--- src/hw/rtl/tsc_pkg.sv ---
// ----------------------------------------------------------------------------
// tsc_pkg
// Shared types, character codes and the command layout table of the
// telescope set-command parser.
// ----------------------------------------------------------------------------
package tsc_pkg;

  // Command codes as reported on the result.
  localparam logic [2:0] KIND_SR      = 3'd0;
  localparam logic [2:0] KIND_SD      = 3'd1;
  localparam logic [2:0] KIND_SG      = 3'd2;
  localparam logic [2:0] KIND_ST      = 3'd3;
  localparam logic [2:0] KIND_SL      = 3'd4;
  localparam logic [2:0] KIND_SC      = 3'd5;
  localparam logic [2:0] KIND_UNKNOWN = 3'd6;

  // Character codes.
  localparam logic [7:0] CH_COLON  = 8'h3A;
  localparam logic [7:0] CH_UPPER_S = 8'h53;
  localparam logic [7:0] CH_LOW_R  = 8'h72;
  localparam logic [7:0] CH_LOW_D  = 8'h64;
  localparam logic [7:0] CH_LOW_G  = 8'h67;
  localparam logic [7:0] CH_LOW_T  = 8'h74;
  localparam logic [7:0] CH_UP_L   = 8'h4C;
  localparam logic [7:0] CH_UP_C   = 8'h43;
  localparam logic [7:0] CH_MINUS  = 8'h2D;
  localparam logic [7:0] CH_PLUS   = 8'h2B;
  localparam logic [7:0] CH_STAR   = 8'h2A;
  localparam logic [7:0] CH_DEGREE = 8'hDF;
  localparam logic [7:0] CH_HASH   = 8'h23;
  localparam logic [7:0] CH_SLASH  = 8'h2F;
  localparam logic [7:0] CH_ZERO   = 8'h30;
  localparam logic [7:0] CH_NINE   = 8'h39;

  // Width of the string position counter (prefix of three plus at most ten).
  localparam int POS_W = 4;

  // Element kinds of a command body layout.
  typedef enum logic [3:0] {
    EL_NONE  = 4'd0,  // past the end of the layout
    EL_SIGN  = 4'd1,  // optional '+' or '-'
    EL_DOPT  = 4'd2,  // optional extra digit of the first number
    EL_D     = 4'd3,  // digit of the first number
    EL_E     = 4'd4,  // digit of the second number
    EL_F     = 4'd5,  // digit of the third number
    EL_DEG   = 4'd6,  // degree sign
    EL_HASH  = 4'd7,  // terminator
    EL_COLON = 4'd8,
    EL_SLASH = 4'd9
  } elem_t;

  // A finished command string, handed from the parser to the result stage.
  typedef struct packed {
    logic [2:0] code;
    logic       good;
    logic       negative;
    logic [9:0] first;
    logic [6:0] second;
    logic [6:0] third;
  } snap_t;

  // Layout element at body index idx of command kind.
  function automatic elem_t layout_elem(input logic [2:0] kind, input logic [POS_W-1:0] idx);
    elem_t e;
    e = EL_NONE;
    unique case (kind)
      KIND_SR, KIND_SL, KIND_SC: begin
        // DD:EE:FF# (date uses slashes)
        unique case (idx)
          4'd0, 4'd1: e = EL_D;
          4'd2, 4'd5: e = (kind == KIND_SC) ? EL_SLASH : EL_COLON;
          4'd3, 4'd4: e = EL_E;
          4'd6, 4'd7: e = EL_F;
          4'd8:       e = EL_HASH;
          default:    e = EL_NONE;
        endcase
      end
      KIND_SD: begin
        // SDD*EE:FF#
        unique case (idx)
          4'd0:       e = EL_SIGN;
          4'd1, 4'd2: e = EL_D;
          4'd3:       e = EL_DEG;
          4'd4, 4'd5: e = EL_E;
          4'd6:       e = EL_COLON;
          4'd7, 4'd8: e = EL_F;
          4'd9:       e = EL_HASH;
          default:    e = EL_NONE;
        endcase
      end
      KIND_SG: begin
        // SDDd*EE#
        unique case (idx)
          4'd0:       e = EL_SIGN;
          4'd1, 4'd2: e = EL_D;
          4'd3:       e = EL_DOPT;
          4'd4:       e = EL_DEG;
          4'd5, 4'd6: e = EL_E;
          4'd7:       e = EL_HASH;
          default:    e = EL_NONE;
        endcase
      end
      KIND_ST: begin
        // SDD*EE#
        unique case (idx)
          4'd0:       e = EL_SIGN;
          4'd1, 4'd2: e = EL_D;
          4'd3:       e = EL_DEG;
          4'd4, 4'd5: e = EL_E;
          4'd6:       e = EL_HASH;
          default:    e = EL_NONE;
        endcase
      end
      default: e = EL_NONE;
    endcase
    return e;
  endfunction

endpackage

--- src/hw/rtl/tsc_parse.sv ---
// ----------------------------------------------------------------------------
// tsc_parse
// Input register and byte parser. Each byte updates the parse state; the
// last byte of a string produces a snapshot for the result stage.
// ----------------------------------------------------------------------------
module tsc_parse (
  input  logic             clk,
  input  logic             rst,
  input  logic             s_tvalid,
  output logic             s_tready,
  input  logic [7:0]       s_tdata,   // [7:0] char_byte
  input  logic             s_tlast,   // end_of_string
  output logic             snap_valid,
  input  logic             snap_ready,
  output tsc_pkg::snap_t   snap
);
  import tsc_pkg::*;

  // Input register.
  logic       in_valid;
  logic [7:0] in_byte;
  logic       in_last;

  // Parse state.
  logic [POS_W-1:0] pos, pos_next;
  logic [2:0]       kind, kind_next;
  logic             negative, negative_next;
  logic [9:0]       first, first_next;
  logic [6:0]       second, second_next;
  logic [6:0]       third, third_next;
  logic             failed, failed_next;
  logic             term, term_next;

  logic             consume;
  logic             is_dig;
  logic [3:0]       dig_val;
  logic [9:0]       first_mac;
  logic [6:0]       second_mac;
  logic [6:0]       third_mac;
  logic [POS_W-1:0] idx;
  elem_t            cur_el;
  elem_t            nxt_el;
  elem_t            eff_el;
  logic             fall;
  logic [POS_W-1:0] base;

  // The parser takes an item unless it ends a string while the snapshot
  // register is still full.
  assign consume  = in_valid && (!in_last || !snap_valid || snap_ready);
  assign s_tready = !in_valid || consume;

  always_ff @(posedge clk) begin
    if (rst) begin
      in_valid <= 1'b0;
    end else if (s_tready) begin
      in_valid <= s_tvalid;
    end
    if (s_tvalid && s_tready) begin
      in_byte <= s_tdata;
      in_last <= s_tlast;
    end
  end

  // Digit decode and accumulation, each wrapping at its field width.
  assign is_dig     = (in_byte >= CH_ZERO) && (in_byte <= CH_NINE);
  assign dig_val    = in_byte[3:0];
  assign first_mac  = first * 10'd10 + {6'd0, dig_val};
  assign second_mac = second * 7'd10 + {3'd0, dig_val};
  assign third_mac  = third * 7'd10 + {3'd0, dig_val};

  // An unmatched optional element passes the byte on to the next element.
  assign idx    = pos - POS_W'(3);
  assign cur_el = layout_elem(kind, idx);
  assign nxt_el = layout_elem(kind, idx + POS_W'(1));
  assign fall   = ((cur_el == EL_SIGN) && (in_byte != CH_MINUS) && (in_byte != CH_PLUS))
                  || ((cur_el == EL_DOPT) && !is_dig);
  assign eff_el = fall ? nxt_el : cur_el;
  assign base   = fall ? pos + POS_W'(1) : pos;

  // Next parse state for the byte in the input register.
  always_comb begin
    pos_next      = pos;
    kind_next     = kind;
    negative_next = negative;
    first_next    = first;
    second_next   = second;
    third_next    = third;
    failed_next   = failed;
    term_next     = term;
    if (!(failed || term)) begin
      priority if (pos == POS_W'(0)) begin
        if (in_byte == CH_COLON) pos_next = POS_W'(1);
        else failed_next = 1'b1;
      end else if (pos == POS_W'(1)) begin
        if (in_byte == CH_UPPER_S) pos_next = POS_W'(2);
        else failed_next = 1'b1;
      end else if (pos == POS_W'(2)) begin
        pos_next = POS_W'(3);
        unique case (in_byte)
          CH_LOW_R: kind_next = KIND_SR;
          CH_LOW_D: kind_next = KIND_SD;
          CH_LOW_G: kind_next = KIND_SG;
          CH_LOW_T: kind_next = KIND_ST;
          CH_UP_L:  kind_next = KIND_SL;
          CH_UP_C:  kind_next = KIND_SC;
          default: begin
            pos_next    = pos;
            failed_next = 1'b1;
          end
        endcase
      end else begin
        unique case (eff_el)
          EL_SIGN: begin
            pos_next = base + POS_W'(1);
            if (in_byte == CH_MINUS) negative_next = 1'b1;
          end
          EL_DOPT: begin
            pos_next   = base + POS_W'(1);
            first_next = first_mac;
          end
          EL_D: begin
            if (is_dig) begin
              first_next = first_mac;
              pos_next   = base + POS_W'(1);
            end else failed_next = 1'b1;
          end
          EL_E: begin
            if (is_dig) begin
              second_next = second_mac;
              pos_next    = base + POS_W'(1);
            end else failed_next = 1'b1;
          end
          EL_F: begin
            if (is_dig) begin
              third_next = third_mac;
              pos_next   = base + POS_W'(1);
            end else failed_next = 1'b1;
          end
          EL_DEG: begin
            if (in_byte == CH_STAR || in_byte == CH_DEGREE) pos_next = base + POS_W'(1);
            else failed_next = 1'b1;
          end
          EL_HASH: begin
            if (in_byte == CH_HASH) begin
              term_next = 1'b1;
              pos_next  = base + POS_W'(1);
            end else failed_next = 1'b1;
          end
          EL_COLON: begin
            if (in_byte == CH_COLON) pos_next = base + POS_W'(1);
            else failed_next = 1'b1;
          end
          EL_SLASH: begin
            if (in_byte == CH_SLASH) pos_next = base + POS_W'(1);
            else failed_next = 1'b1;
          end
          default: failed_next = 1'b1;
        endcase
      end
    end
  end

  // Parse state; the last byte of a string returns it to the start.
  always_ff @(posedge clk) begin
    if (rst) begin
      pos      <= '0;
      kind     <= KIND_UNKNOWN;
      negative <= 1'b0;
      first    <= '0;
      second   <= '0;
      third    <= '0;
      failed   <= 1'b0;
      term     <= 1'b0;
    end else if (consume) begin
      if (in_last) begin
        pos      <= '0;
        kind     <= KIND_UNKNOWN;
        negative <= 1'b0;
        first    <= '0;
        second   <= '0;
        third    <= '0;
        failed   <= 1'b0;
        term     <= 1'b0;
      end else begin
        pos      <= pos_next;
        kind     <= kind_next;
        negative <= negative_next;
        first    <= first_next;
        second   <= second_next;
        third    <= third_next;
        failed   <= failed_next;
        term     <= term_next;
      end
    end
  end

  // Snapshot register holding one finished string.
  always_ff @(posedge clk) begin
    if (rst) begin
      snap_valid <= 1'b0;
    end else if (consume && in_last) begin
      snap_valid <= 1'b1;
    end else if (snap_ready) begin
      snap_valid <= 1'b0;
    end
    if (consume && in_last) begin
      snap.code     <= (kind_next > KIND_SC) ? KIND_UNKNOWN : kind_next;
      snap.good     <= (kind_next <= KIND_SC) && term_next && !failed_next;
      snap.negative <= negative_next;
      snap.first    <= first_next;
      snap.second   <= second_next;
      snap.third    <= third_next;
    end
  end

endmodule

--- src/hw/rtl/tsc_result.sv ---
// ----------------------------------------------------------------------------
// tsc_result
// Turns a finished command into its result: range checks and the angle in
// seconds or minutes, then the output register.
// ----------------------------------------------------------------------------
module tsc_result (
  input  logic                clk,
  input  logic                rst,
  input  logic                snap_valid,
  output logic                snap_ready,
  input  tsc_pkg::snap_t      snap,
  output logic                res_valid,
  input  logic                res_ready,
  output logic [2:0]          command_code,
  output logic                ok,
  output logic signed [19:0]  angle_value,
  output logic [9:0]          first_part,
  output logic [6:0]          second_part,
  output logic [6:0]          third_part
);
  import tsc_pkg::*;

  localparam logic [18:0] SEC_DAY_X4 = 19'd345600;
  localparam logic [18:0] SEC_DAY_X2 = 19'd172800;
  localparam logic [18:0] SEC_DAY    = 19'd86400;
  localparam logic [15:0] MIN_TURN_X2 = 16'd43200;
  localparam logic [15:0] MIN_TURN    = 16'd21600;
  localparam logic [14:0] MIN_HALF    = 15'd10800;

  // First stage: sums and range checks.
  logic        mid_valid;
  logic        mid_ready;
  snap_t       mid;
  logic [18:0] mid_sec;
  logic [15:0] mid_min;
  logic        range_ok;
  logic [18:0] sec_sum;
  logic [15:0] min_sum;
  logic        out_ready;

  assign out_ready  = !res_valid || res_ready;
  assign mid_ready  = !mid_valid || out_ready;
  assign snap_ready = mid_ready;

  // Seconds use two-digit degrees or hours; minutes may have three digits.
  assign sec_sum = {12'd0, snap.first[6:0]} * 19'd3600
                   + {12'd0, snap.second} * 19'd60 + {12'd0, snap.third};
  assign min_sum = {6'd0, snap.first} * 16'd60 + {9'd0, snap.second};

  always_comb begin
    unique case (snap.code)
      KIND_SL: range_ok = (snap.first < 10'd24) && (snap.second < 7'd60)
                          && (snap.third < 7'd60);
      KIND_SC: range_ok = (snap.first >= 10'd1) && (snap.first <= 10'd12)
                          && (snap.second >= 7'd1) && (snap.second <= 7'd31);
      default: range_ok = 1'b1;
    endcase
  end

  always_ff @(posedge clk) begin
    if (rst) begin
      mid_valid <= 1'b0;
    end else if (mid_ready) begin
      mid_valid <= snap_valid;
    end
    if (snap_valid && mid_ready) begin
      mid      <= '{code:     snap.code,
                    good:     snap.good && range_ok,
                    negative: snap.negative,
                    first:    snap.first,
                    second:   snap.second,
                    third:    snap.third};
      mid_sec  <= sec_sum;
      mid_min  <= min_sum;
    end
  end

  // Second stage: reductions and sign handling.
  logic [18:0]        sec_r1, sec_r2, sec_r3;
  logic [15:0]        min_r1, min_r2;
  logic [14:0]        min_mod;
  logic signed [19:0] angle;

  assign sec_r1  = (mid_sec >= SEC_DAY_X4) ? mid_sec - SEC_DAY_X4 : mid_sec;
  assign sec_r2  = (sec_r1 >= SEC_DAY_X2) ? sec_r1 - SEC_DAY_X2 : sec_r1;
  assign sec_r3  = (sec_r2 >= SEC_DAY) ? sec_r2 - SEC_DAY : sec_r2;
  assign min_r1  = (mid_min >= MIN_TURN_X2) ? mid_min - MIN_TURN_X2 : mid_min;
  assign min_r2  = (min_r1 >= MIN_TURN) ? min_r1 - MIN_TURN : min_r1;
  assign min_mod = min_r2[14:0];

  always_comb begin
    unique case (mid.code)
      KIND_SR: angle = signed'({1'b0, sec_r3});
      KIND_SD: angle = mid.negative ? -signed'({1'b0, mid_sec}) : signed'({1'b0, mid_sec});
      KIND_SG: begin
        // West-positive input turned east-positive, wrapped to (-10800, 10800].
        if (mid.negative) begin
          angle = (min_mod > MIN_HALF) ? signed'({5'd0, min_mod}) - 20'sd21600
                                       : signed'({5'd0, min_mod});
        end else begin
          angle = (min_mod < MIN_HALF) ? -signed'({5'd0, min_mod})
                                       : 20'sd21600 - signed'({5'd0, min_mod});
        end
      end
      KIND_ST: angle = mid.negative ? -signed'({4'd0, mid_min}) : signed'({4'd0, mid_min});
      default: angle = '0;
    endcase
  end

  // Output register.
  always_ff @(posedge clk) begin
    if (rst) begin
      res_valid <= 1'b0;
    end else if (out_ready) begin
      res_valid <= mid_valid;
    end
    if (mid_valid && out_ready) begin
      command_code <= mid.code;
      ok           <= mid.good;
      angle_value  <= mid.good ? angle : '0;
      first_part   <= mid.good ? mid.first : '0;
      second_part  <= mid.good ? mid.second : '0;
      third_part   <= mid.good ? mid.third : '0;
    end
  end

endmodule

--- src/hw/rtl/telescope_set_command_parser.sv ---
// ----------------------------------------------------------------------------
// telescope_set_command_parser
// Byte-stream parser for six fixed-format telescope set commands.
// ----------------------------------------------------------------------------
// The block takes one byte of a command string per cycle while s_tready is
// high, with s_tlast on the last byte, and gives one result item for each
// string; only a last byte that meets a full, unread snapshot register waits.
// A string's result reaches the master side through the input register, the
// snapshot register, the arithmetic register and the output register in line.
// Each stage holds one item and stalls only when the stage after it is full,
// so input is still taken while a result waits to be read.
module telescope_set_command_parser (
  input  logic        clk,
  input  logic        rst,
  input  logic        s_tvalid,
  output logic        s_tready,
  input  logic [7:0]  s_tdata,   // [7:0] char_byte
  input  logic        s_tlast,   // end_of_string
  output logic        m_tvalid,
  input  logic        m_tready,
  output logic [47:0] m_tdata,   // angle_value, first_part, second_part, third_part, zero fill
  output logic [3:0]  m_tuser    // command_code, ok
);
  import tsc_pkg::*;

  logic               snap_valid;
  logic               snap_ready;
  snap_t              snap;
  logic [2:0]         command_code;
  logic               ok;
  logic signed [19:0] angle_value;
  logic [9:0]         first_part;
  logic [6:0]         second_part;
  logic [6:0]         third_part;

  tsc_parse u_parse (
    .clk        (clk),
    .rst        (rst),
    .s_tvalid   (s_tvalid),
    .s_tready   (s_tready),
    .s_tdata    (s_tdata),
    .s_tlast    (s_tlast),
    .snap_valid (snap_valid),
    .snap_ready (snap_ready),
    .snap       (snap)
  );

  tsc_result u_result (
    .clk          (clk),
    .rst          (rst),
    .snap_valid   (snap_valid),
    .snap_ready   (snap_ready),
    .snap         (snap),
    .res_valid    (m_tvalid),
    .res_ready    (m_tready),
    .command_code (command_code),
    .ok           (ok),
    .angle_value  (angle_value),
    .first_part   (first_part),
    .second_part  (second_part),
    .third_part   (third_part)
  );

  // Pack the result fields, lowest field first.
  assign m_tdata = {4'd0, third_part, second_part, first_part, angle_value};
  assign m_tuser = {ok, command_code};

endmodule
--- config.mk ---
export PLATFORM = sky130hd
export DESIGN_NAME = telescope_set_command_parser
export DESIGN_NICKNAME = d
export VERILOG_FILES = /design/src/hw/rtl/tsc_pkg.sv /design/src/hw/rtl/tsc_parse.sv /design/src/hw/rtl/tsc_result.sv /design/src/hw/rtl/telescope_set_command_parser.sv
export SDC_FILE = /design/constraint.sdc
export NUM_CORES = 1
export LEC_CHECK = 0
export ABC_CLOCK_PERIOD_IN_PS = 16200
export BUFFER_PORTS_ARGS = -buffer_cell sky130_fd_sc_hd__clkbuf_2
export CORE_MARGIN = 3
export CORE_UTILIZATION = 45
export CTS_BUF_LIST = sky130_fd_sc_hd__clkbuf_4
export DETAILED_ROUTE_END_ITERATION = 10
export GPL_TIMING_DRIVEN = 0
export PLACE_DENSITY = 0.62
export SLEW_MARGIN = 40
export SYNTH_ARGS = -nofsm -noshare
export SYNTH_HDL_FRONTEND = slang
export SYNTH_HIERARCHICAL = 1
export SYNTH_SLANG_ARGS = --single-unit
--- constraint.sdc ---
create_clock -name clk -period 16.2 [get_ports clk]
set_clock_uncertainty 0.1 [all_clocks]
set_input_delay 3.24 -clock clk [delete_from_list [all_inputs] [get_ports clk]]
set_output_delay 3.24 -clock clk [all_outputs]
set_load 0.01 [all_outputs]
# Word level (Yosys, flattened, before mapping)

Memory sizes are Yosys's and may differ from the RTL's.
Index checks and enable logic that the tools add are counted.
Widths: inputs -> output; s select.

Multiplexer cells: 93
Reductions and logical operators: 56
Bitwise gates (word level): 0
Add/subtract/negate cells: 20
Magnitude comparators: 18
Shift operators: 0
Equal/unequal tests: 63
Div/mod/pow operators: 0
Multipliers: 6

Operator list:

| operator           | count |
|---|---|
| $mux 20            | 5 |
| $mux 7             | 14 |
| $pmux 20 s4        | 1 |
| $mux 4             | 17 |
| $mux 10            | 6 |
| $mux 19            | 3 |
| $eq 8x7->1 const B | 7 |
| $eq 4x3->1 const B | 12 |
| $eq 8x6->1 const B | 5 |
| $pmux 4 s5         | 2 |
| $eq 4x2->1 const B | 8 |
| $pmux 4 s4         | 2 |
| $pmux 3 s5         | 2 |
| $mux 1             | 29 |
| $reduce_or 2->1    | 13 |
| $ne 6x1->1 const B | 4 |
| $pmux 4 s6         | 1 |
| $eq 4x1->1 const B | 5 |
| $neg 15->20        | 1 |
| $neg 16->20        | 1 |
| $neg 19->20        | 1 |
| $pmux 10 s2        | 1 |
| $add 19x13->19     | 1 |
| $add 19x7->19      | 1 |
| 61 further kinds   | 114 |

Latch bits: 0
Memories: 4
Bits in writable memories: 0
Word-level logic and storage cells: 294
Register bits: 188
ROM bits: 176
Input port bits: 13
Output and inout bits: 54

Memory list:

| memory           | words | width | read ports | clocked after memory_dff | write ports | RTL line      | RTL |
|---|---|---|---|---|---|---|---|
| (name not given) | 16    | 4     | 1          | 0                        | 0           | tsc_pkg.sv:80 | `unique case (idx)` |
| (name not given) | 16    | 4     | 1          | 0                        | 0           | tsc_pkg.sv:80 |  |
| (name not given) | 8     | 3     | 1          | 0                        | 0           | tsc_pkg.sv:93 | `unique case (idx)` |
| (name not given) | 8     | 3     | 1          | 0                        | 0           | tsc_pkg.sv:93 |  |

# Depth between registers and ports, before layout

Gate-level depths: netlist (run 1).

Word-level depth: 19
Mapped depth: 23
Mapped depth without buffers: 23

# Hierarchy

The synthesis (run 1) kept the hierarchy.

Modules (own cells, without submodules):

| module                       | cells each | area each (µm²) | times used | sequential area each (µm²) |
|---|---|---|---|---|
| tsc_result                   | 1236       | 11498.5         | 1          | 3283.1 |
| tsc_parse                    | 590        | 5580.4          | 1          | 1861.8 |
| telescope_set_command_parser | 6          | 41.3            | 1          | 0.0 |

# Worst setup path after synthesis (run 1)

OpenSTA, ideal clock, no wires.

Path kind: input -> output
Start point: in m_tready
End point: out s_tready
Arrival: 3877 ps
Stages: 4
Required time: 12860 ps
Path slack: 8983 ps
Path buffers: 0
Path through: nor2b_1 -> nand2_1 -> nor2b_1 -> nand3_1

Word-level cells in the longest chain between the ends: 5

Ends and longest elaborated chain:

| element           | RTL line                           | RTL |
|---|---|---|
| from (decl)       | telescope_set_command_parser.sv:20 | `input logic m_tready,` |
| $logic_or 1x1->1  | tsc_result.sv:41                   | `assign out_ready = !res_valid \|\| res_ready;` |
| $logic_or 1x1->1  | tsc_result.sv:42                   | `assign mid_ready = !mid_valid \|\| out_ready;` |
| via snap_ready    | telescope_set_command_parser.sv:27 | `logic snap_ready;` |
| $logic_or 1x1->1  | tsc_parse.sv:49                    | `assign consume = in_valid && (!in_last \|\| !snap_valid \|\| snap_ready);` |
| $logic_and 1x1->1 | tsc_parse.sv:49                    |  |
| $logic_or 1x1->1  | tsc_parse.sv:50                    | `assign s_tready = !in_valid \|\| consume;` |
| to (decl)         | telescope_set_command_parser.sv:16 | `output logic s_tready,` |

The timed path passes the listed nets, and every way through them passes these cells.

# Worst setup path after layout (run 1)

Same ends and word-level chain as after synthesis.

==> results of run 1 <==
-- routing by layer --
layer / share of wire (%) / GRT usage [%] / vias up / routed length (um)
met5: 0 / 0 / - / 0
met4: 3.1 / 7.453 / 0 / 1375
met3: 4.8 / 2.919 / 80 / 2154
met2: 47 / 36.28 / 435 / 20920
met1: 45 / 29.51 / 6770 / 20380
li1: - / - / 6914 / -
-- synthesized netlist by cell type, types with 8 or more instances --
cell      number  area share [%]
o31ai_1        8            0.35
nor3b_1       10            0.44
mux2i_1       20             1.2
nand4_1       15            0.55
ha_1         161              12
a21o_1        28             1.2
nor3_1        51             1.5
nor2_1       117             2.6
and2_1        38             1.4
o211ai_1       8            0.35
o21a_1        15            0.66
xor2_1        48             2.5
or4_1          9            0.39
o21bai_1      17            0.75
xnor2_1       96             4.9
a21boi_0       9            0.39
dfxtp_1       38             4.4
o21ai_0       66             1.9
or3_1         18            0.66
a211oi_1      21            0.92
a22o_1        14            0.72
a21oi_1      126             3.7
o22ai_1       14            0.51
a211o_1        8            0.41
nand2b_1      24            0.88
o21ai_1       10            0.29
nor2b_1       22            0.80
clkbuf_1      49             1.1
edfxtp_1     146              26
and3_1        13            0.48
nand3_1       44             1.3
buf_4         10            0.44
a31oi_1       24            0.88
buf_2         12            0.35
fa_1          42             4.9
nand2_1      134             2.9
inv_1        116             2.5
mux2_2        31             2.0
nor4_1        15            0.55
-- cells in the final DEF (no fill, tap or decap), types with 18 or more instances in the layout --
master	instances
clkbuf_2	63
nand2b_1	24
nor2b_1	21
nand2_1	134
nor2_1	116
fa_1	42
a31oi_1	23
o21ai_0	66
clkbuf_1	49
inv_1	116
or3_1	18
a21o_1	28
xor2_1	48
mux2_2	31
xnor2_1	95
mux2i_1	20
nor3_1	51
and2_1	37
dfxtp_1	38
a211oi_1	21
ha_1	161
nand3_1	44
a21oi_1	126
edfxtp_1	146
-- through the flow --
stage          worst slack, ns  hold slack [ns]  total power, mW
2_1_floorplan            8.983           0.3003           0.7370
3_3_place_gp             8.561           0.3079           0.7924
3_5_place_dp             8.566           0.3193           0.7976
4_1_cts                  8.558           0.3630            1.075
5_1_grt                  8.358           0.3771            1.127
6_report                 8.522           0.3578            1.062
-- power groups by stage --
stage	registers [mW]	logic, mW	clock network [mW]
after floorplan	0.545	0.192	0
after global placement	0.550	0.242	0
after detailed placement	0.550	0.248	0
after CTS	0.539	0.250	0.286
after global routing	0.541	0.282	0.304
final	0.539	0.251	0.272
-- worst max path at each step --
stage	startpoint	to	slack, ns
2_1_floorplan	m_tready	s_tready	8.98
3_3_place_gp	m_tready	u_result/angle_value[1]	8.56
3_5_place_dp	m_tready	s_tready	8.57
4_1_cts	m_tready	s_tready	8.56
5_1_grt	m_tready	s_tready	8.36
6_report	m_tready	s_tready	8.52
-- cell families (layout without fill, tap and decap cells) --
family,Yosys count,after routing,synth area share (%)
compound gates,486,486,20.27
mux,52,52,3.296
fa+ha+maj,203,203,16.68
flops,184,184,30.05
other cells,1,5,0.02190
simple gates,560,560,17.08
buf+inv,198,297,4.787
xor+xnor,148,148,7.813
-- worst max-delay path, stage by stage --
cell and delay, ns:
clkbuf_2 0.08, nor2b_1 0.29, nand2_1 0.12, nor2b_1 0.29, nand3_1 0.15, clkbuf_2 0.16
-- state kept, by name, indices dropped and copies added, names as in the netlist, 3 cells and up --
signal,count
u_parse/snap,29
u_result/mid,29
u_result/angle_value,20
u_result/mid_sec,17
u_result/mid_min,14
u_parse/first,10
u_result/first_part,10
u_parse/in_byte,8
u_parse/second,7
u_parse/third,7
u_result/second_part,7
u_result/third_part,7
u_parse/pos,4
u_parse/kind,3
u_result/command_code,3
-- final cells by class --
class	count	area (um2)
diodes	1	2.502
fillers	3456	18480
plain buffers	81	380.4
clock inverters	15	193.9
repair buffers	67	440.4
clock buffers	17	127.6
flip-flops and latches	184	5145
well taps	504	630.6
multi-input cells	1453	11210
inverters	117	439.2
==> out/metrics.yaml, run 1 <==
clocking:
  cts_tree: "yes"
  insertion_delay_ns: 0.63
  clock_tree.buffer_depth: 2
  cts_hold_buffers: 0
  numClockSinks: 184
  cts_resized: 0
  clk_pin_slew_ns: 0.19
  cts_made_buffers: 17
  cts_setup_buffers: 0
  htreeDepth: 4
  ctsRootBufferMaster: "clkbuf_4"
finish:
  utilization_pct: 50.11
  final_area_um2: 18570
  fin_nets: 2137
  final_cells: 2439
  areaGrowthSynthToFinish_pct: 8.441
  drive_gt1_share_pct: 11.79
yosys:
  syn_inst: 1832
  yosysWarnings: 6
  synth_edf_count: 146
  yosysUniqueCellTypes: 115
  yosysSeqAreaShare_pct: 30.05
  synth_area_um2: 17120
  synth_flop_cell: "edfxtp_1"
  syn_area_per_cell_um2: 9.345
  synthArstFlopShare_pct: 0
  synth-seq-cells: 184
floorplanning:
  initial_core_util_pct: 46.21
  core_um2: 37050
  rows: 70
  num_io_pins: 67
  die_h_um: 201.1
  chipWidth_um: 201.1
  die_area_um2: 40420
flow_run:
  max_cap_viol_count: 0
hold_path:
  hold_path_startpoint: "u_parse/snap[1]"
  worstHoldPathCells: 0
  hp-class: "register to register"
  holdPathEnd: "u_result/mid[1]"
worst_setup_path:
  reg2reg_from: "u_result/mid[8]"
  ff2ff_setup_slack_ns: 9.86
  ff2ff_path_depth: 18
  start_kind: "primary input"
  crit_arrival_ns: 4.34
  r2r-end: "u_result/angle_value[11]"
  critPathKind: "primary input to primary output"
  cp_max_fo: 4
  crit_required_ns: 12.86
  cp-end-kind: "primary output"
global_route:
  grt_max_degree: 40
  track_usage_pct: 21.87
  antenna_found_initial: 1
  grt_pass1_wl_mm: 72.54
  grt-ovfl-total: 0
  grt_pass1_vias: 13580
power:
  pwr-share-clk_pct: 25.6
  p_leak_nw: 7.401
  p_int_mw: 0.7048
  ir_worst_vdd_mv: 0.06466
  swShare_pct: 33.62
  p_sw_mw: 0.3569
  combPwrFrac_pct: 23.6
  power_density_nw_per_um2: 57.19
  seq_power_share_pct: 50.8
sta:
  finalCritPeriodShare_pct: 47.39
  fmax_mhz: 130.2
  fin_crit_ns: 7.678
  drv_slew: 0
  setup_violations: 0
  hold_viol: 0
  worst_pin_slew_ns: 0.8206
  slew_headroom_pct: 44.58
  fin_tns_setup_ns: 0
  rsz0062_at_grt: "no"
route:
  vias_per_cell: 5.822
  first_pass_iters: 5
  drc: 0
  wl_mm: 44.83
  drt_iter0_drc: 1118
  wl_per_cell_um: 18.38
  vias: 14200
  ant_nets: 0
placement:
  portBuffers: 62
  place_congestion: 0.9423
  dp_hpwl_mm: 35.28
  dp.cells: 2406
  placedInstanceArea_um2: 18230
status:
  outcome: "finished, final reports clean"
Power figures use the tool's default switching activity.
==> run 2, diff against run 1 <==
Settings changed: ABC_CLOCK_PERIOD_IN_PS 16200 to 6800, PLACE_DENSITY 0.62 to 0.64.
Clock period 16.2 ns to 6.8 ns, I/O delays scaled along.
==> out/metrics.yaml, run 2 (synthesis results as in run 1) <==
status:
  outcome: "finished, final reports clean"
clocking:
  cts_tree: "yes"
  numClockSinks: 184  # unchanged
  htreeDepth: 4  # unchanged
  cts_setup_buffers: 0  # unchanged
  clk_pin_slew_ns: 0.17  # -0.02 ns
  cts_made_buffers: 17  # unchanged
  cts_hold_buffers: 0  # unchanged
  ctsRootBufferMaster: "clkbuf_4"
  clock_tree.buffer_depth: 2  # unchanged
  cts_resized: 0  # unchanged
  insertion_delay_ns: 0.63  # about the same
global_route:
  track_usage_pct: 21.58  # -0.30 points
  grt_pass1_wl_mm: 71.48  # -1.5%
  grt_pass1_vias: 13700  # +0.89%
  grt_max_degree: 47  # +18%
  grt-ovfl-total: 0  # unchanged
  antenna_found_initial: 1  # unchanged
route:
  wl_mm: 44.65  # -0.39%
  ant_nets: 0  # unchanged
  drt_iter0_drc: 1055  # -5.6%
  first_pass_iters: 5  # unchanged
  drc: 0  # unchanged
  vias: 14140  # -0.40%
  vias_per_cell: 5.798  # -0.40%
  wl_per_cell_um: 18.31  # -0.39%
sta:
  fmax_mhz: 155.6
  rsz0062_at_grt: "no"
  setup_violations: 0  # unchanged
  fin_tns_setup_ns: 0  # unchanged
  worst_pin_slew_ns: 0.8739  # +0.05327 ns
  finalCritPeriodShare_pct: 94.50
  slew_headroom_pct: 41.29  # -3.3 points
  hold_viol: 0  # unchanged
  drv_slew: 0  # unchanged
  fin_crit_ns: 6.426
floorplanning:
  chipWidth_um: 201.1  # unchanged
  initial_core_util_pct: 46.21  # unchanged
  rows: 70  # unchanged
  die_area_um2: 40420  # unchanged
  die_h_um: 201.1  # unchanged
  num_io_pins: 67  # unchanged
  core_um2: 37050  # unchanged
placement:
  dp_hpwl_mm: 35.17  # -0.29%
  placedInstanceArea_um2: 18220  # about the same
  portBuffers: 62  # unchanged
  place_congestion: 0.9321  # -1.1%
worst_setup_path:
  cp_max_fo: 9  # +5
  crit_arrival_ns: 6.73  # +2.39 ns
  critPathKind: "register to register"
  start_kind: "register"
  crit_required_ns: 7.10  # -5.76 ns
  cp-end-kind: "register"
finish:
  reg.largest.list: "u_parse/snap x29, u_result/mid x29, u_result/angle_value x20"
  final_area_um2: 18530  # -0.18%
  areaGrowthSynthToFinish_pct: 8.244
  multi_input_area_um2: 11210  # unchanged
  regArea_um2: 5145  # unchanged
  drive_gt1_share_pct: 11.79  # unchanged
  fin_nets: 2137  # unchanged
  final_common_cell: "ha_1"
  layout_common_cells: "ha_1, edfxtp_1, nand2_1"
  layout.filler_cells: 3471  # +0.43%
power:
  power_density_nw_per_um2: 134.4  # +140%
  ir_worst_vdd_mv: 0.1878  # +190%
  p_leak_nw: 7.383  # -0.24%
flow_run:
  max_cap_viol_count: 0  # unchanged
hold_path:
  hp-class: "register to register"
[run 2: changes by cell type in the layout (fill, tap and decap cells not counted)]
cell	before	now
clkinv_8	6	4
clkinvlp_4	0	2
inv_12	2	0
clkinv_2	0	1
inv_8	1	2
o311ai_0	1	0
o311ai_1	0	1
[run 2: layer usage]
layer	global-route usage, %	vias to the layer above	part of all wire [%]
li1	-	6897	-
met1	29.21	6760	46
met2	36.43	428	48
met3	2.805	57	4.9
met4	5.897	0	1.9
met5	0	-	0
[run 2: critical path, cell delays in order, from the launching register on]
cell and delay [ns]:
edfxtp_1 0.48, or4_4 0.60, nor4_1 0.58, o21ai_1 0.24, nand2_1 0.18, xnor2_1 0.19, inv_1 0.13, ha_1 0.27
or3_1 0.39, o22ai_1 0.30, a21oi_1 0.17, o211a_1 0.28, a311oi_4 0.54, o311ai_2 0.29, a22o_4 0.36, a211oi_1 0.47
o21ai_1 0.14, a211o_1 0.26, a22o_1 0.24
[run 2: through the flow]
step                util [%]  hold slack (ns)  instances  power, mW  setup slack [ns]
detailed placement     49.19           0.3081       2406      1.894            0.4406
finish                 50.02           0.3449       2439      2.491            0.3738
CTS                    49.96           0.3482       2438      2.513            0.4289
global route           50.02           0.3537       2439      2.632           0.01941
global placement       48.78           0.3057       2401      1.881            0.4841
floorplan                  -           0.3003       1835      1.756             1.541
[run 2: path summary, 6_finish.rpt]
check	startpoint	to	slack, ns	depth (start not counted)
worst min-delay path	u_parse/snap[1]	u_result/mid[1]	0.34	0
worst min register to register	u_parse/snap[1]	u_result/mid[1]	0.34	0
worst max-delay path	u_result/mid[8]	u_result/angle_value[9]	0.37	18
worst max register to register	u_result/mid[8]	u_result/angle_value[9]	0.37	18
[run 2: where the power goes]
group | internal (mW) | total [mW] | switching [mW]
combinational | 0.246 | 0.594 | 0.348
sequential | 1.25 | 1.28 | 0.0306
clock | 0.166 | 0.613 | 0.447
[run 2: layout make-up]
cell class                      instances  area share (%)
Buffer                                 81           2.053
Clock buffer                           17          0.6887
Tap cell                              504           3.403
Multi-Input combinational cell       1453           60.47
Antenna cell                            1         0.01350
Inverter                              117           2.370
Clock inverter                         15          0.8642
Timing Repair Buffer                   67           2.377
Sequential cell                       184           27.76
==> run 3, diff against run 2 <==
Settings changed: CTS_BUF_LIST sky130_fd_sc_hd__clkbuf_4 to unset.
==> out/metrics.yaml, run 3 (synthesis results as in run 1) <==
worst_setup_path:
  cp-end-kind: "register"
  start_kind: "register"
  crit_required_ns: 6.90  # -0.20 ns
  crit_arrival_ns: 6.51  # -0.22 ns
  crit_top_cell: "o21ai_1"
  ff2ff_setup_slack_ns: 0.39  # about the same
  crit_path_max_incr_delay_ns: 0.60  # about the same
  crit_buf_inv: 1  # unchanged
  reg2reg_from: "u_result/mid[8]"
  r2r-end: "u_result/angle_value[9]"
  cpLargestDelayFamily: "compound AO/OA/AOI/OAI gates"
  crit_chain: "or4_4 -> nor4_1 -> o21ai_1 -> nand2_1 -> xnor2_1 -> inv_1 -> ha_1 -> or3_1 -> o22ai_1 -> a21oi_1 -> o211a_1 -> a311oi_4 -> o311ai_2 -> a22o_4 -> a211oi_1 -> o21ai_1 -> a211o_1 -> a22o_1"
  slowest_stage: "or4_4"
  ff2ff_path_depth: 18  # unchanged
  path_depth: 18  # unchanged
  cp_max_fo: 9  # unchanged
  critPathKind: "register to register"
clocking:
  cts_hold_buffers: 0  # unchanged
  htreeDepth: 4  # unchanged
  cts_made_buffers: 17  # unchanged
  cts_tree: "yes"
  cts_resized: 0  # unchanged
  insertion_delay_ns: 0.45  # -0.18 ns
  numClockSinks: 184  # unchanged
  clock_tree.buffer_depth: 2  # unchanged
  ctsRootBufferMaster: "clkbuf_16"
  cts_setup_buffers: 0  # unchanged
  clk_pin_slew_ns: 0.08  # -0.09 ns
sta:
  hold_viol: 0  # unchanged
  finalCritPeriodShare_pct: 94.34  # -0.17 points
  slew_headroom_pct: 43.92  # +2.6 points
  fin_crit_ns: 6.415  # -0.01129 ns
  setup_violations: 0  # unchanged
  worst_pin_slew_ns: 0.8348  # -0.03902 ns
  fin_ws_ns: 0.3850  # +0.01129 ns
  fin_tns_setup_ns: 0  # unchanged
  rsz0062_at_grt: "no"
  worst_hold_slack_ns: 0.3241  # -0.02084 ns
  fmax_mhz: 155.9  # +0.18%
  drv_slew: 0  # unchanged
floorplanning:
  die_h_um: 201.1  # unchanged
  core_um2: 37050  # unchanged
  chipWidth_um: 201.1  # unchanged
  num_io_pins: 67  # unchanged
  die_area_um2: 40420  # unchanged
  rows: 70  # unchanged
  initial_core_util_pct: 46.21  # unchanged
power:
  combPwrFrac_pct: 20.8  # -3.1 points
  p_sw_mw: 0.8706  # +5.5%
  ir_worst_vdd_mv: 0.2157  # +15%
  p_leak_nw: 7.514  # +1.8%
  swShare_pct: 30.45  # -2.7 points
  pwr-share-clk_pct: 34.3  # +9.7 points
  p_int_mw: 1.989  # +19%
  seq_power_share_pct: 44.9  # -6.6 points
  power_density_nw_per_um2: 151.9  # +13%
finish:
  regArea_um2: 5145  # unchanged
  diodes: 0  # -1
  layout.filler_cells: 3437  # -0.98%
  fin_nets: 2137  # unchanged
  final_common_cell: "ha_1"
  layout_common_cells: "ha_1, edfxtp_1, nand2_1"
  reg.largest.list: "u_parse/snap x29, u_result/mid x29, u_result/angle_value x20"
  drive_gt1_share_pct: 11.79  # unchanged
  multi_input_area_um2: 11210  # unchanged
  areaGrowthSynthToFinish_pct: 9.969
route:
  drc: 0  # unchanged
  wl_per_cell_um: 18.39  # +0.44%
  wl_mm: 44.83  # +0.40%
  drt_iter0_drc: 995  # -5.7%
  vias_per_cell: 5.832  # +0.58%
  ant_nets: 0  # unchanged
  first_pass_iters: 5  # unchanged
  vias: 14220  # +0.54%
global_route:
  antenna_found_initial: 0  # -1
  grt-ovfl-total: 0  # unchanged
  track_usage_pct: 21.68  # +0.10 points
  grt_pass1_vias: 13730  # +0.22%
  grt_pass1_wl_mm: 71.84  # +0.49%
  grt_max_degree: 47  # unchanged
hold_path:
  worstHoldPathCells: 0  # unchanged
  hp-class: "register to register"
  holdPathEnd: "u_result/mid[1]"
  hold_path_startpoint: "u_parse/snap[1]"
placement:
  portBuffers: 62  # unchanged
  dp_slack_ns: 0.4406  # unchanged
  dp_hpwl_mm: 35.17  # unchanged
  place_congestion: 0.9321  # unchanged
status:
  outcome: "finished, final reports clean"
flow_run:
  max_cap_viol_count: 0  # unchanged
[run 3: cell types whose count changed in the layout (fill, tap and decap cells not counted)]
cell / previous run / this run
clkbuf_16: 0 / 17
clkbuf_4: 17 / 0
diode_2: 1 / 0
[run 3: power by group through the flow]
stage	logic (mW)	clock network [mW]	registers (mW)
after global routing	0.671	1.04	1.29
after CTS	0.594	1.01	1.28
after floorplan	0.457	0	1.30
after global placement	0.572	0	1.31
after detailed placement	0.586	0	1.31
final	0.596	0.980	1.28
[run 3: how the worst max path moves through the flow]
stage | from | endpoint | slack [ns]
final | u_result/mid[8] | u_result/angle_value[9] | 0.39
after global routing | u_result/mid[8] | u_result/angle_value[11] | 0.02
after CTS | u_result/mid[8] | u_result/angle_value[9] | 0.43
after detailed placement | u_result/mid[8] | u_result/angle_value[9] | 0.44
after global placement | u_result/mid[8] | u_result/angle_value[9] | 0.48
after floorplan | u_result/mid[8] | u_result/angle_value[10] | 1.54
[run 3: layout make-up]
| type | count | share of cell area (%) |
|---|---|---|
| multi-input combinational | 1453 | 59.52 |
| sequential | 184 | 27.33 |
| tap | 504 | 3.350 |
| timing repair buffer | 67 | 2.339 |
| inverter | 117 | 2.333 |
| clock buffer | 17 | 2.260 |
| buffer | 81 | 2.020 |
| clock inverter | 15 | 0.8507 |
[run 3: through the flow]
step	power (mW)	utilization, %	instances	cell area, um2
3_3_place_gp	1.881	48.78	2401	18070
4_1_cts	2.885	50.77	2438	18810
2_1_floorplan	1.756	-	1835	17130
6_report	2.859	50.82	2438	18830
5_1_grt	3.002	50.82	2438	18830
3_5_place_dp	1.894	49.19	2406	18220
[run 3: metal layers]
metal	GRT usage, %	vias to the layer above	part of all wire, %	wire, um
li1	-	6899	-	-
met5	0	-	0	0
met2	36.54	477	47	21290
met4	6.725	0	2.3	1021
met1	29.30	6774	45	20310
met3	2.465	68	4.9	2214
